**config.mk**
```make
export PLATFORM = sky130hd
export DESIGN_NAME = regex_dot_star_match_flat
export DESIGN_NICKNAME = d
export VERILOG_FILES = /design/src/rtl/core/rdsm_pkg.sv /design/src/rtl/core/rdsm_chan_if.sv /design/src/rtl/core/rdsm_pattern_mem.sv /design/src/rtl/core/regex_dot_star_match.sv /design/src/flat_wrapper.sv
export VERILOG_INCLUDE_DIRS = /design/src /design/src/rtl/core
export SDC_FILE = /design/constraint.sdc
export NUM_CORES = 1
export LEC_CHECK = 0
export ABC_CLOCK_PERIOD_IN_PS = 3420
export CORE_UTILIZATION = 50
export DETAILED_ROUTE_END_ITERATION = 10
export DONT_BUFFER_PORTS = 1
export GPL_TIMING_DRIVEN = 0
export PLACE_DENSITY = 0.68
export SETUP_SLACK_MARGIN = 0.15
export SLEW_MARGIN = 20
export SYNTH_ARGS = -nofsm -noshare
export SYNTH_HDL_FRONTEND = slang
export SYNTH_HIERARCHICAL = 1
export SYNTH_SLANG_ARGS = --single-unit
```
**constraint.sdc**
```tcl
create_clock -name clk -period 3.42 [get_ports clk]
set_input_delay 0.171 -clock clk [delete_from_list [all_inputs] [get_ports clk]]
set_output_delay 0.171 -clock clk [all_outputs]
set_load 0.02 [all_outputs]
```
**src/rtl/core/assert_macros.svh**
```systemverilog
// assertion macros for the rtl files
`ifndef ASSERT_MACROS_SVH
`define ASSERT_MACROS_SVH

// clocked assertion, disabled while reset is asserted
`define RDSM_ASSERT(lbl, clk, rst_n, prop) \
	lbl: assert property (@(posedge clk) disable iff (!rst_n) (prop)) \
		else $error("assertion failed");

// clocked implication, disabled while reset is asserted
`define RDSM_ASSERT_IMP(lbl, clk, rst_n, ante, cons) \
	lbl: assert property (@(posedge clk) disable iff (!rst_n) (ante) |-> (cons)) \
		else $error("implication failed");

`endif

```
**src/rtl/core/rdsm_pkg.sv**
```systemverilog
// package: types, constants and helpers of the dot-star matcher
package rdsm_pkg;

	localparam int PatternMax = 32;
	localparam int AddrW      = $clog2(PatternMax);
	localparam int LenW       = $clog2(PatternMax + 1);
	localparam int RowW       = PatternMax + 1;

	localparam logic [7:0] SymAny  = 8'h2E;
	localparam logic [7:0] SymStar = 8'h2A;

	typedef logic [7:0]       sym_t;
	typedef logic [AddrW-1:0] addr_t;
	typedef logic [LenW-1:0]  len_t;
	typedef logic [RowW-1:0]  row_t;

	typedef enum logic [1:0] {
		MODE_CLEAR  = 2'd0,
		MODE_APPEND = 2'd1,
		MODE_TEXT   = 2'd2,
		MODE_END    = 2'd3
	} mode_t;

	typedef enum logic [1:0] {
		ST_IDLE,
		ST_SWEEP,
		ST_FINISH
	} state_t;

	// pattern store access
	typedef struct packed {
		logic  we;
		addr_t waddr;
		sym_t  wdata;
		logic  re;
		addr_t raddr;
	} pmem_req_t;

	localparam row_t RowInit = row_t'(1);

	function automatic logic elem_hits(sym_t pc, sym_t c);
		return (pc == SymAny) || (pc == c);
	endfunction

endpackage

```
**src/rtl/core/rdsm_chan_if.sv**
```systemverilog
// handshake channels: command words in, result words out
interface rdsm_cmd_if;
	import rdsm_pkg::*;
	logic  valid;
	logic  ready;
	mode_t mode;
	sym_t  symbol;
	modport source (output valid, output mode, output symbol, input ready);
	modport sink   (input valid, input mode, input symbol, output ready);
endinterface

interface rdsm_res_if;
	logic valid;
	logic ready;
	logic matched;
	logic overflow;
	modport source (output valid, output matched, output overflow, input ready);
	modport sink   (input valid, input matched, input overflow, output ready);
endinterface

```
**src/rtl/core/rdsm_pattern_mem.sv**
```systemverilog
// pattern byte store with one write port and one registered read port
module rdsm_pattern_mem (
	input  logic               clk,
	input  rdsm_pkg::pmem_req_t req,
	output rdsm_pkg::sym_t      rdata
);
	import rdsm_pkg::*;

	sym_t mem_q [PatternMax];
	sym_t rdata_q;

	always_ff @(posedge clk) begin
		if (req.we) begin
			mem_q[req.waddr] <= req.wdata;
		end
		if (req.re) begin
			rdata_q <= mem_q[req.raddr];
		end
	end

	assign rdata = rdata_q;

endmodule

```
**src/rtl/core/regex_dot_star_match.sv**
```systemverilog
// top level: whole-string matcher for literal, '.' and 'x*' patterns
// Usage: load a pattern with a clear word (mode 0) and append words (mode 1),
// then stream text bytes (mode 2) and close the text with an end word
// (mode 3), which returns one result word with matched and overflow. A text
// byte or end word is accepted while the first pattern read starts, then
// passes pattern position by position through the single cell update unit,
// and a finish step commits the row for a text byte or writes the result
// for an end word; the sweep is serial because a star position needs the new
// bit two positions back. The command channel is not ready while a sweep runs.
// A result waits in an output register, and a new command is taken while it
// waits; only a second end word stalls until the first result is taken.
// Appending past 32 bytes sets a sticky overflow that forces matched to 0
// until the next clear.
module regex_dot_star_match (
	input  logic clk,
	input  logic arst_n,
	rdsm_cmd_if.sink   cmd,
	rdsm_res_if.source res
);
	import rdsm_pkg::*;
`include "assert_macros.svh"

	state_t state_q, state_d;

	// pattern and row state
	len_t  len_q;
	logic  ovf_q;
	row_t  row_q;
	row_t  next_q;
	logic  started_q;

	// current word under work
	mode_t mode_q;
	sym_t  sym_q;
	len_t  j_q;
	sym_t  prev_q;

	// result register
	logic  res_valid_q;
	logic  matched_q;
	logic  overflow_q;

	pmem_req_t mem_req;
	sym_t      pc;

	// control decode
	logic cmd_fire;
	logic step_en;
	logic finish_go;

	rdsm_pattern_mem u_mem (
		.clk   (clk),
		.req   (mem_req),
		.rdata (pc)
	);

	// next state
	always_comb begin
		state_d = state_q;
		case (state_q)
			ST_IDLE: begin
				if (cmd.valid && (cmd.mode inside {MODE_TEXT, MODE_END})) begin
					state_d = (len_q == '0) ? ST_FINISH : ST_SWEEP;
				end
			end
			ST_SWEEP: begin
				if (j_q == len_q) begin
					state_d = ST_FINISH;
				end
			end
			ST_FINISH: begin
				if (mode_q == MODE_TEXT || !res_valid_q || res.ready) begin
					state_d = ST_IDLE;
				end
			end
			default: state_d = ST_IDLE;
		endcase
	end

	// control outputs
	always_comb begin
		cmd.ready = 1'b0;
		step_en   = 1'b0;
		finish_go = 1'b0;
		mem_req   = '0;
		case (state_q)
			ST_IDLE: begin
				cmd.ready = 1'b1;
				// write an appended byte, or start the first pattern read
				mem_req.we    = cmd.valid && cmd.mode == MODE_APPEND &&
					len_q < LenW'(PatternMax);
				mem_req.waddr = len_q[AddrW-1:0];
				mem_req.wdata = cmd.symbol;
				mem_req.re    = cmd.valid && (cmd.mode inside {MODE_TEXT, MODE_END});
				mem_req.raddr = '0;
			end
			ST_SWEEP: begin
				step_en       = 1'b1;
				// prefetch the byte for the next position
				mem_req.re    = 1'b1;
				mem_req.raddr = j_q[AddrW-1:0];
			end
			ST_FINISH: begin
				finish_go = (mode_q == MODE_TEXT) || !res_valid_q || res.ready;
			end
			default: ;
		endcase
	end

	assign cmd_fire = cmd.valid && cmd.ready;

	// cell update for position j_q
	logic is_star;
	logic j_ge2;
	len_t jm1, jm2;
	logic closed_j;
	logic next_bit;

	always_comb begin
		is_star  = (pc == SymStar);
		j_ge2    = (j_q >= LenW'(2));
		jm1      = j_q - LenW'(1);
		jm2      = j_ge2 ? (j_q - LenW'(2)) : '0;
		// empty-text widening before the first byte of a text
		closed_j = row_q[j_q] | (!started_q && is_star && j_ge2 && row_q[jm2]);
		if (is_star) begin
			next_bit = j_ge2 && (next_q[jm2] || (closed_j && elem_hits(prev_q, sym_q)));
		end else begin
			next_bit = row_q[jm1] && elem_hits(pc, sym_q);
		end
	end

	always_ff @(posedge clk or negedge arst_n) begin
		if (!arst_n) begin
			state_q     <= ST_IDLE;
			len_q       <= '0;
			ovf_q       <= 1'b0;
			row_q       <= RowInit;
			started_q   <= 1'b0;
			res_valid_q <= 1'b0;
			mode_q      <= MODE_CLEAR;
			j_q         <= '0;
		end else begin
			state_q <= state_d;
			// a new result wins over the hand-off of the old one
			if (finish_go && mode_q == MODE_END) begin
				res_valid_q <= 1'b1;
			end else if (res_valid_q && res.ready) begin
				res_valid_q <= 1'b0;
			end
			if (cmd_fire) begin
				mode_q <= cmd.mode;
				j_q    <= LenW'(1);
				case (cmd.mode)
					MODE_CLEAR: begin
						len_q     <= '0;
						ovf_q     <= 1'b0;
						row_q     <= RowInit;
						started_q <= 1'b0;
					end
					MODE_APPEND: begin
						if (len_q < LenW'(PatternMax)) begin
							len_q <= len_q + LenW'(1);
						end else begin
							ovf_q <= 1'b1;
						end
						row_q     <= RowInit;
						started_q <= 1'b0;
					end
					default: ;
				endcase
			end
			if (step_en) begin
				row_q[j_q] <= closed_j;
				j_q        <= j_q + LenW'(1);
			end
			if (finish_go) begin
				if (mode_q == MODE_TEXT) begin
					row_q     <= next_q;
					started_q <= 1'b1;
				end else begin
					row_q     <= RowInit;
					started_q <= 1'b0;
				end
			end
		end
	end

	// payload registers
	always_ff @(posedge clk) begin
		if (cmd_fire) begin
			sym_q  <= cmd.symbol;
			next_q <= '0;
		end
		if (step_en) begin
			next_q[j_q] <= next_bit;
			prev_q      <= pc;
		end
		if (finish_go && mode_q == MODE_END) begin
			matched_q  <= !ovf_q && row_q[len_q];
			overflow_q <= ovf_q;
		end
	end

	assign res.valid    = res_valid_q;
	assign res.matched  = matched_q;
	assign res.overflow = overflow_q;

	`RDSM_ASSERT(a_len_bound, clk, arst_n, len_q <= LenW'(PatternMax))
	`RDSM_ASSERT_IMP(a_sweep_range, clk, arst_n, state_q == ST_SWEEP, (j_q != '0) && (j_q <= len_q))
	`RDSM_ASSERT_IMP(a_res_from_finish, clk, arst_n, $rose(res.valid), $past(state_q == ST_FINISH))
	`RDSM_ASSERT_IMP(a_no_match_on_ovf, clk, arst_n, res.valid && res.overflow, !res.matched)

endmodule

```
**src/flat_wrapper.sv**
```systemverilog
// flat-port wrapper written by rule: the top's interface ports become plain ports
module regex_dot_star_match_flat import rdsm_pkg::*;
  (clk, arst_n, cmd_valid, cmd_mode, cmd_symbol, cmd_ready, res_valid, res_matched, res_overflow, res_ready);
  rdsm_cmd_if cmd_i ();
  rdsm_res_if res_i ();
  input  logic clk;
  input  logic arst_n;
  input wire logic [$bits(cmd_i.valid)-1:0] cmd_valid;
  input wire logic [$bits(cmd_i.mode)-1:0] cmd_mode;
  input wire logic [$bits(cmd_i.symbol)-1:0] cmd_symbol;
  output wire logic [$bits(cmd_i.ready)-1:0] cmd_ready;
  output wire logic [$bits(res_i.valid)-1:0] res_valid;
  output wire logic [$bits(res_i.matched)-1:0] res_matched;
  output wire logic [$bits(res_i.overflow)-1:0] res_overflow;
  input wire logic [$bits(res_i.ready)-1:0] res_ready;
  assign cmd_i.valid = cmd_valid;
  assign cmd_i.mode = cmd_mode;
  assign cmd_i.symbol = cmd_symbol;
  assign cmd_ready = cmd_i.ready;
  assign res_valid = res_i.valid;
  assign res_matched = res_i.matched;
  assign res_overflow = res_i.overflow;
  assign res_i.ready = res_ready;
  regex_dot_star_match u_core (.clk(clk), .arst_n(arst_n), .cmd(cmd_i), .res(res_i));
endmodule
```
==> results of run 1 <==
cells in the mapped netlist (12+ instances only):
| master | number | area, sq um |
|---|---|---|
| edfxtp_1 | 282 | 8470 |
| mux4_2 | 104 | 2340 |
| nand2_1 | 72 | 270 |
| nor2_1 | 60 | 225 |
| dfrtp_1 | 51 | 1280 |
| nand3_1 | 49 | 245 |
| o21ai_0 | 49 | 245 |
| a32oi_1 | 37 | 324 |
| dfxtp_1 | 33 | 661 |
| clkbuf_1 | 31 | 116 |
| o21ai_2 | 30 | 263 |
| mux2_2 | 16 | 180 |
| nand2b_1 | 16 | 100 |
| and2_1 | 15 | 93.8 |
| mux2i_1 | 14 | 140 |
| xnor2_1 | 14 | 123 |
| a21oi_1 | 12 | 60.1 |
| and3_1 | 12 | 75.1 |
| buf_2 | 12 | 60.1 |
| xor2_1 | 12 | 105 |
routing by layer:
layer | track usage | vias up | part of all wire
met5 | 0 | - | 0
met4 | 0.0997 | 0 | 0.036
met3 | 0.0605 | 112 | 0.11
met2 | 0.407 | 621 | 0.45
met1 | 0.402 | 5601 | 0.41
li1 | - | 4609 | -
cell families after synthesis:
kind of cell,Yosys count
xor+xnor,27
fa+ha+maj,9
simple gates,273
mux,142
flops,367
buf+inv,81
compound gates,190
where the power goes:
part,switching [W],internal [W]
Combinational,0.00271,0.00186
Sequential,0.000189,0.00533
Clock,0.00176,0.00230
through the flow:
step	utilization	setup WS [ps]	power, W	TNS, ps
after global routing	0.609	-90.7	0.0146	-4010
final	0.609	-51.5	0.0142	-1010
after CTS	0.602	63.8	0.0140	0
after detailed placement	0.532	-734	0.00930	-79510
after floorplan	-	163	0.00809	0
after global placement	0.531	-729	0.00927	-65670
sequential cells by signal, summed over array words and instances (netlist names):
| register | flops |
|---|---|
| u_core/u_mem/mem_q | 256 |
| u_core/next_q | 33 |
| u_core/row_q | 33 |
| u_core/prev_q | 8 |
| u_core/sym_q | 8 |
| u_core/u_mem/rdata | 8 |
| u_core/j_q | 6 |
| u_core/len_q | 6 |
| u_core/mode_q | 2 |
| u_core/state_q | 2 |
| u_core/ovf_q | 1 |
| u_core/res.matched | 1 |
| u_core/res.overflow | 1 |
| u_core/res.valid | 1 |
| u_core/started_q | 1 |
cell type report:
class | count | area (sq um) | area share
Inverter | 12 | 65.1 | 0.00325
Clock inverter | 22 | 205 | 0.0103
Sequential cell | 367 | 10400 | 0.521
Buffer | 68 | 554 | 0.0277
Timing Repair Buffer | 67 | 746 | 0.0373
Clock buffer | 50 | 1030 | 0.0513
Multi-Input combinational cell | 641 | 6440 | 0.322
Tap cell | 442 | 553 | 0.0276
tightest hold or removal path: cells and delay by family:
family | cells | cell delay (ps)
AO/OA/AOI/OAI | 1 | 50
AND/OR/NAND/NOR | 4 | 280
worst max-delay path by stage:
stage	start	endpoint	slack, ps	depth (start not counted)
2_1_floorplan	u_core/j_q[0]$_DFFE_PN0P_	u_core/next_q[31]$_DFF_P_	160	13
3_3_place_gp	u_core/j_q[0]$_DFFE_PN0P_	u_core/next_q[31]$_DFF_P_	-730	13
3_5_place_dp	u_core/j_q[0]$_DFFE_PN0P_	u_core/next_q[31]$_DFF_P_	-730	13
4_1_cts	u_core/state_q[1]$_DFFE_PN0P_	u_core/u_mem/mem_q[2][4]$_DFFE_PP_	60	7
5_1_grt	u_core/j_q[1]$_DFFE_PN0P_	u_core/next_q[31]$_DFF_P_	-90	17
6_report	u_core/j_q[1]$_DFFE_PN0P_	u_core/next_q[11]$_DFF_P_	-50	16
repair_timing:
action / 4_1_cts / 5_1_grt
setup endpoints to repair: 329 / 327
resized for setup: 119 / 34
endpoints found under the hold margin: 72 / 0
buffers inserted: 37 / 11
hold buffers: 15 / 0
pin swaps: 13 / 8
cloned: 4 / 0
==> flow_metrics.py, run 1 <==
metrics = {
    "synthesis": {
        "synth_nets": 1112,
        "synth-compound-area-share": 0.0852,
        "async_flop_share": 0.142,
        "synth_edf_count": 282,
        "synth_top_family_by_area": "multiplexers",
        "synthCells": 1089,
        "ys_seq_area_frac": 0.619,
        "ys.flop_type": "edfxtp_1",
        "syn-cell-area_sq_mm": 0.0169,
        "yosys_register_bits": 367,
        "synthAdderAreaFrac": 0.00668,
        "syn_avg_cell_area_sq_um": 15.5,
        "synth-xor-area-share": 0.0145,
        "synthMuxAreaShare": 0.169,
        "synth_cell_type_count": 77,
        "synthSimpleGateAreaFrac": 0.0816,
        "yosysWarningCount": 6,
    },
    "min_path": {
        "hold_end": "u_core/len_q[3]$_DFFE_PN0P_",
        "hold-path-cell-count": 5,
        "holdCritStartpoint": "cmd_valid",
        "hold_path.class": "input pin to flip-flop",
    },
    "critical_path": {
        "reg2regPathDepth": 16,
        "cp_num_buf_inv": 9,
        "crit_path_frequent_cell": "buf_12",
        "timing.rr.end": "u_core/next_q[11]$_DFF_P_",
        "cp.arrival_ps": 3900,
        "critPathCaptureType": "flip-flop",
        "r2r-start": "u_core/j_q[1]$_DFFE_PN0P_",
        "critPathLaunchType": "flip-flop",
        "cp_top_family": "buffers and inverters",
        "critPathMaxStageDelay_ps": 500,
        "worstPathMaxFanout": 5,
        "crit_path_cell_trace": "buf_6, buf_12, clkinv_8, buf_12, buf_12, ha_4, buf_8, mux4_2, mux4_2, a32oi_2, o211ai_1, o32ai_4, buf_6, buf_16, buf_12, o21ai_2",
        "cp.required_ps": 3850,
        "crit_type": "flip-flop to flip-flop",
        "r2r_slack_ps": -50,
        "crit_path_top_delay_cell": "mux4_2",
    },
    "clocking": {
        "root_buffer": "clkbuf_16",
        "clock-sinks": 367,
        "clk_latency_ps": 550,
        "clockBufferDepth": 3,
        "numCtsBuffers": 39,
        "h-tree-depth": 2,
        "clk_pin_slew_ps": 60,
        "cts_tree": "built",
    },
    "sta": {
        "slew_headroom": 0.293,
        "worst_pin_slew_ps": 1050,
        "clock.fmax_ghz": 0.288,
        "whs_ps": 10.4,
        "drv_slew": 0,
        "skew_ps": 17.7,
        "finalCriticalPeriod_ps": 3470,
        "setup_viol_count_final": 32,
        "setup_ws_ps": -51.5,
        "rsz0062_at_grt": "yes",
        "finalHoldViolCount": 0,
        "period_share": 1.02,
    },
    "global_routing": {
        "gr-total-overflow": 0,
        "grt_max_degree": 53,
        "grt_pass1_vias": 10500,
        "grt.total_usage": 0.276,
        "grt_pass1_wl_um": 68300,
        "antenna_found_initial": 0,
    },
    "placed_design": {
        "io_buffer_count": 0,
        "place_congestion": 0.967,
        "placedCellCount": 1531,
        "dp_hpwl_um": 30800,
        "post_dp_cell_area_sq_mm": 0.0175,
    },
    "drt": {
        "routed_wl_um": 45800,
        "wl_per_cell_um": 27.4,
        "drc": 0,
        "drt-initial-drc-count": 1280,
        "drt_first_pass_iters": 6,
        "via_per_inst": 6.56,
        "ant_nets": 0,
        "num_vias": 10900,
    },
    "power_and_ir_drop": {
        "power_density_mw_per_mm2": 707,
        "power_leakage_nw": 6.68,
        "ir_worst_vdd_uv": 455,
    },
    "outcome": {
        "violations": "setup timing",
        "status": "finished with violations",
    },
    "die": {
        "die_h_um": 186,
        "die-area_sq_mm": 0.0345,
        "core_area_sq_mm": 0.0329,
        "start_util": 0.513,
        "num_io_pins": 18,
        "std_cell_rows": 66,
        "die_w_um": 186,
    },
    "final_layout": {
        "fillers": 2459,
        "final_cell_mix": "edfxtp_1, mux4_2, nand2_1, dfrtp_1",
        "final_common_cell": "edfxtp_1",
        "syn2layout_area_growth_pct": 18.7,
        "drive_above_1_share": 0.322,
        "final_design_area_no_fill_sq_mm": 0.0200,
        "final_cell_count_no_fill": 1669,
        "layout.nets": 1219,
        "antenna_cells": 0,
    },
    "job": {
        "cap_violations": 0,
    },
}
Note: power is estimated with default switching activity, not from simulation.
==> inputs of run 2 (changes only) <==
Settings changed: CORE_UTILIZATION 50 to 58, PLACE_DENSITY 0.68 to 0.76, SLEW_MARGIN 20 to default.
==> flow_metrics.py, run 2 (same netlist as run 1, synthesis figures left out) <==
metrics = {
    "critical_path": {
        "worstPathMaxFanout": 7,
        "crit_type": "flip-flop to flip-flop",
        "cp_num_buf_inv": 7,
        "crit_path_cell_trace": "buf_12, buf_12, inv_8, clkbuf_16, ha_2, buf_8, mux4_2, mux4_2, a32oi_2, o211ai_1, o32ai_4, buf_12, clkbuf_16, o21ai_2",
        "cp.required_ps": 3840,
        "cp_top_family": "buffers and inverters",
        "critPathCaptureType": "flip-flop",
        "critPathLaunchType": "flip-flop",
        "crit_path_top_delay_cell": "mux4_2",
        "critPathMaxStageDelay_ps": 510,
        "crit_path_frequent_cell": "buf_12",
        "cp.arrival_ps": 3760,
    },
    "job": {
        "cap_violations": 0,
    },
    "power_and_ir_drop": {
        "power_leakage_nw": 6.60,
        "p_int_w": 0.00942,
        "swShare": 0.328,
        "pwr-share-comb": 0.325,
        "ir_worst_vdd_uv": 498,
        "power_density_mw_per_mm2": 708,
        "power_frac_seq": 0.394,
        "clockPowerShare": 0.282,
        "switching_power_w": 0.00461,
    },
    "final_layout": {
        "final_cell_mix": "edfxtp_1, mux4_2, nand2_1, dfrtp_1, nand3_1",
        "multi_input_area_sq_mm": 0.00644,
        "final_common_cell": "edfxtp_1",
        "fin_util": 0.693,
        "fillers": 1781,
        "syn2layout_area_growth_pct": 17.6,
        "register_area_sq_mm": 0.0104,
        "drive_above_1_share": 0.316,
        "top_register": "u_core/u_mem/mem_q",
        "layout.nets": 1215,
        "largest_reg_flops": 256,
        "antenna_cells": 0,
        "top_regs": "u_core/u_mem/mem_q (256), u_core/next_q (33), u_core/row_q (33)",
    },
    "drt": {
        "drt-initial-drc-count": 1496,
        "via_per_inst": 6.90,
        "routed_wl_um": 46900,
        "drt_first_pass_iters": 7,
        "num_vias": 11100,
        "wl_per_cell_um": 29.3,
        "ant_nets": 0,
        "drc": 0,
    },
    "die": {
        "die-area_sq_mm": 0.0298,
        "start_util": 0.589,
        "num_io_pins": 18,
        "std_cell_rows": 62,
        "core_area_sq_mm": 0.0286,
        "die_h_um": 172,
        "die_w_um": 172,
    },
    "clocking": {
        "cts_tree": "built",
        "h-tree-depth": 2,
        "clockBufferDepth": 3,
        "clk_pin_slew_ps": 60,
        "clk_latency_ps": 540,
        "clock-sinks": 367,
        "numCtsBuffers": 38,
        "root_buffer": "clkbuf_16",
    },
    "sta": {
        "drv_slew": 0,
        "setup_ws_ps": 81.1,
        "setup_viol_count_final": 0,
        "slew_headroom": 0.113,
        "finalCriticalPeriod_ps": 3340,
        "clock.fmax_ghz": 0.300,
        "worst_pin_slew_ps": 1330,
        "whs_ps": 15.8,
        "setup-tns-final_ps": 0,
        "finalHoldViolCount": 0,
        "skew_ps": 23.5,
        "rsz0062_at_grt": "yes",
        "period_share": 0.976,
    },
    "placed_design": {
        "preCtsSetupSlack_ps": -703,
        "dp_hpwl_um": 29700,
        "place_congestion": 1.02,
        "io_buffer_count": 0,
    },
    "global_routing": {
        "grt_pass1_wl_um": 67700,
        "grt.total_usage": 0.320,
        "antenna_found_initial": 0,
        "gr-total-overflow": 0,
        "grt_max_degree": 53,
        "grt_pass1_vias": 10500,
    },
    "outcome": {
        "status": "complete, no violations",
    },
    "min_path": {
        "hold_path.class": "input pin to flip-flop",
    },
}
run 2: repair_timing:
action	in CTS	in global routing
endpoints found under the hold margin	72	0
pin swaps	12	10
buffers inserted	25	21
hold buffers	15	0
setup endpoints to repair	329	327
resized for setup	111	55
cloned	1	2
run 2: area by class of cell:
class,count,area share
tap,384,0.0242
clock inverter,14,0.00568
clock buffer,53,0.0540
inverter,12,0.00347
timing repair buffer,64,0.0325
buffer,68,0.0290
multi-input combinational,641,0.325
sequential,367,0.526
run 2: path summary, 6_finish.rpt:
| check | from | endpoint | slack (ps) | cells past startpoint |
|---|---|---|---|---|
| worst min-delay path | cmd_mode[1] | u_core/state_q[1]$_DFFE_PN0P_ | 20 | 3 |
| worst max register to register | u_core/j_q[0]$_DFFE_PN0P_ | u_core/next_q[14]$_DFF_P_ | 80 | 14 |
| min in group asynchronous | arst_n | u_core/row_q[2]$_DFF_PN0_ | 170 | 2 |
| worst max-delay path | u_core/j_q[0]$_DFFE_PN0P_ | u_core/next_q[14]$_DFF_P_ | 80 | 14 |
| worst min register to register | u_core/next_q[15]$_DFF_P_ | u_core/next_q[15]$_DFF_P_ | 480 | 2 |
| max in group asynchronous | arst_n | u_core/row_q[0]$_DFF_PN1_ | 2950 | 2 |
run 2: power groups by stage:
| stage | Clock, W | Sequential, W | Combinational [W] |
|---|---|---|---|
| finish | 0.00395 | 0.00552 | 0.00455 |
| global route | 0.00417 | 0.00554 | 0.00475 |
| CTS | 0.00399 | 0.00552 | 0.00428 |
| detailed placement | 0 | 0.00562 | 0.00366 |
| global placement | 0 | 0.00561 | 0.00362 |
| floorplan | 0 | 0.00553 | 0.00256 |
run 2: worst reg2reg max path: cells and delay by family (launching register included):
kind | cells | cell delay [ps]
fa+ha+maj | 1 | 280
compound gates | 4 | 740
mux | 2 | 830
flops | 1 | 430
buf+inv | 7 | 970
run 2: per-layer routing:
metal,vias to the layer above,part of all wire,track usage
li1,4574,-,-
met1,5622,0.38,0.429
met2,715,0.48,0.508
met5,-,0,0
met4,0,0.040,0.127
met3,151,0.10,0.0760
run 2: per-stage QoR:
stage                     power [W]  instances  area, sq um
final                        0.0140       1603        19800
after global routing         0.0145       1603        19800
after CTS                    0.0138       1580        19400
after detailed placement    0.00928       1473        17400
after global placement      0.00922       1473        17400
after floorplan             0.00809       1089        16900
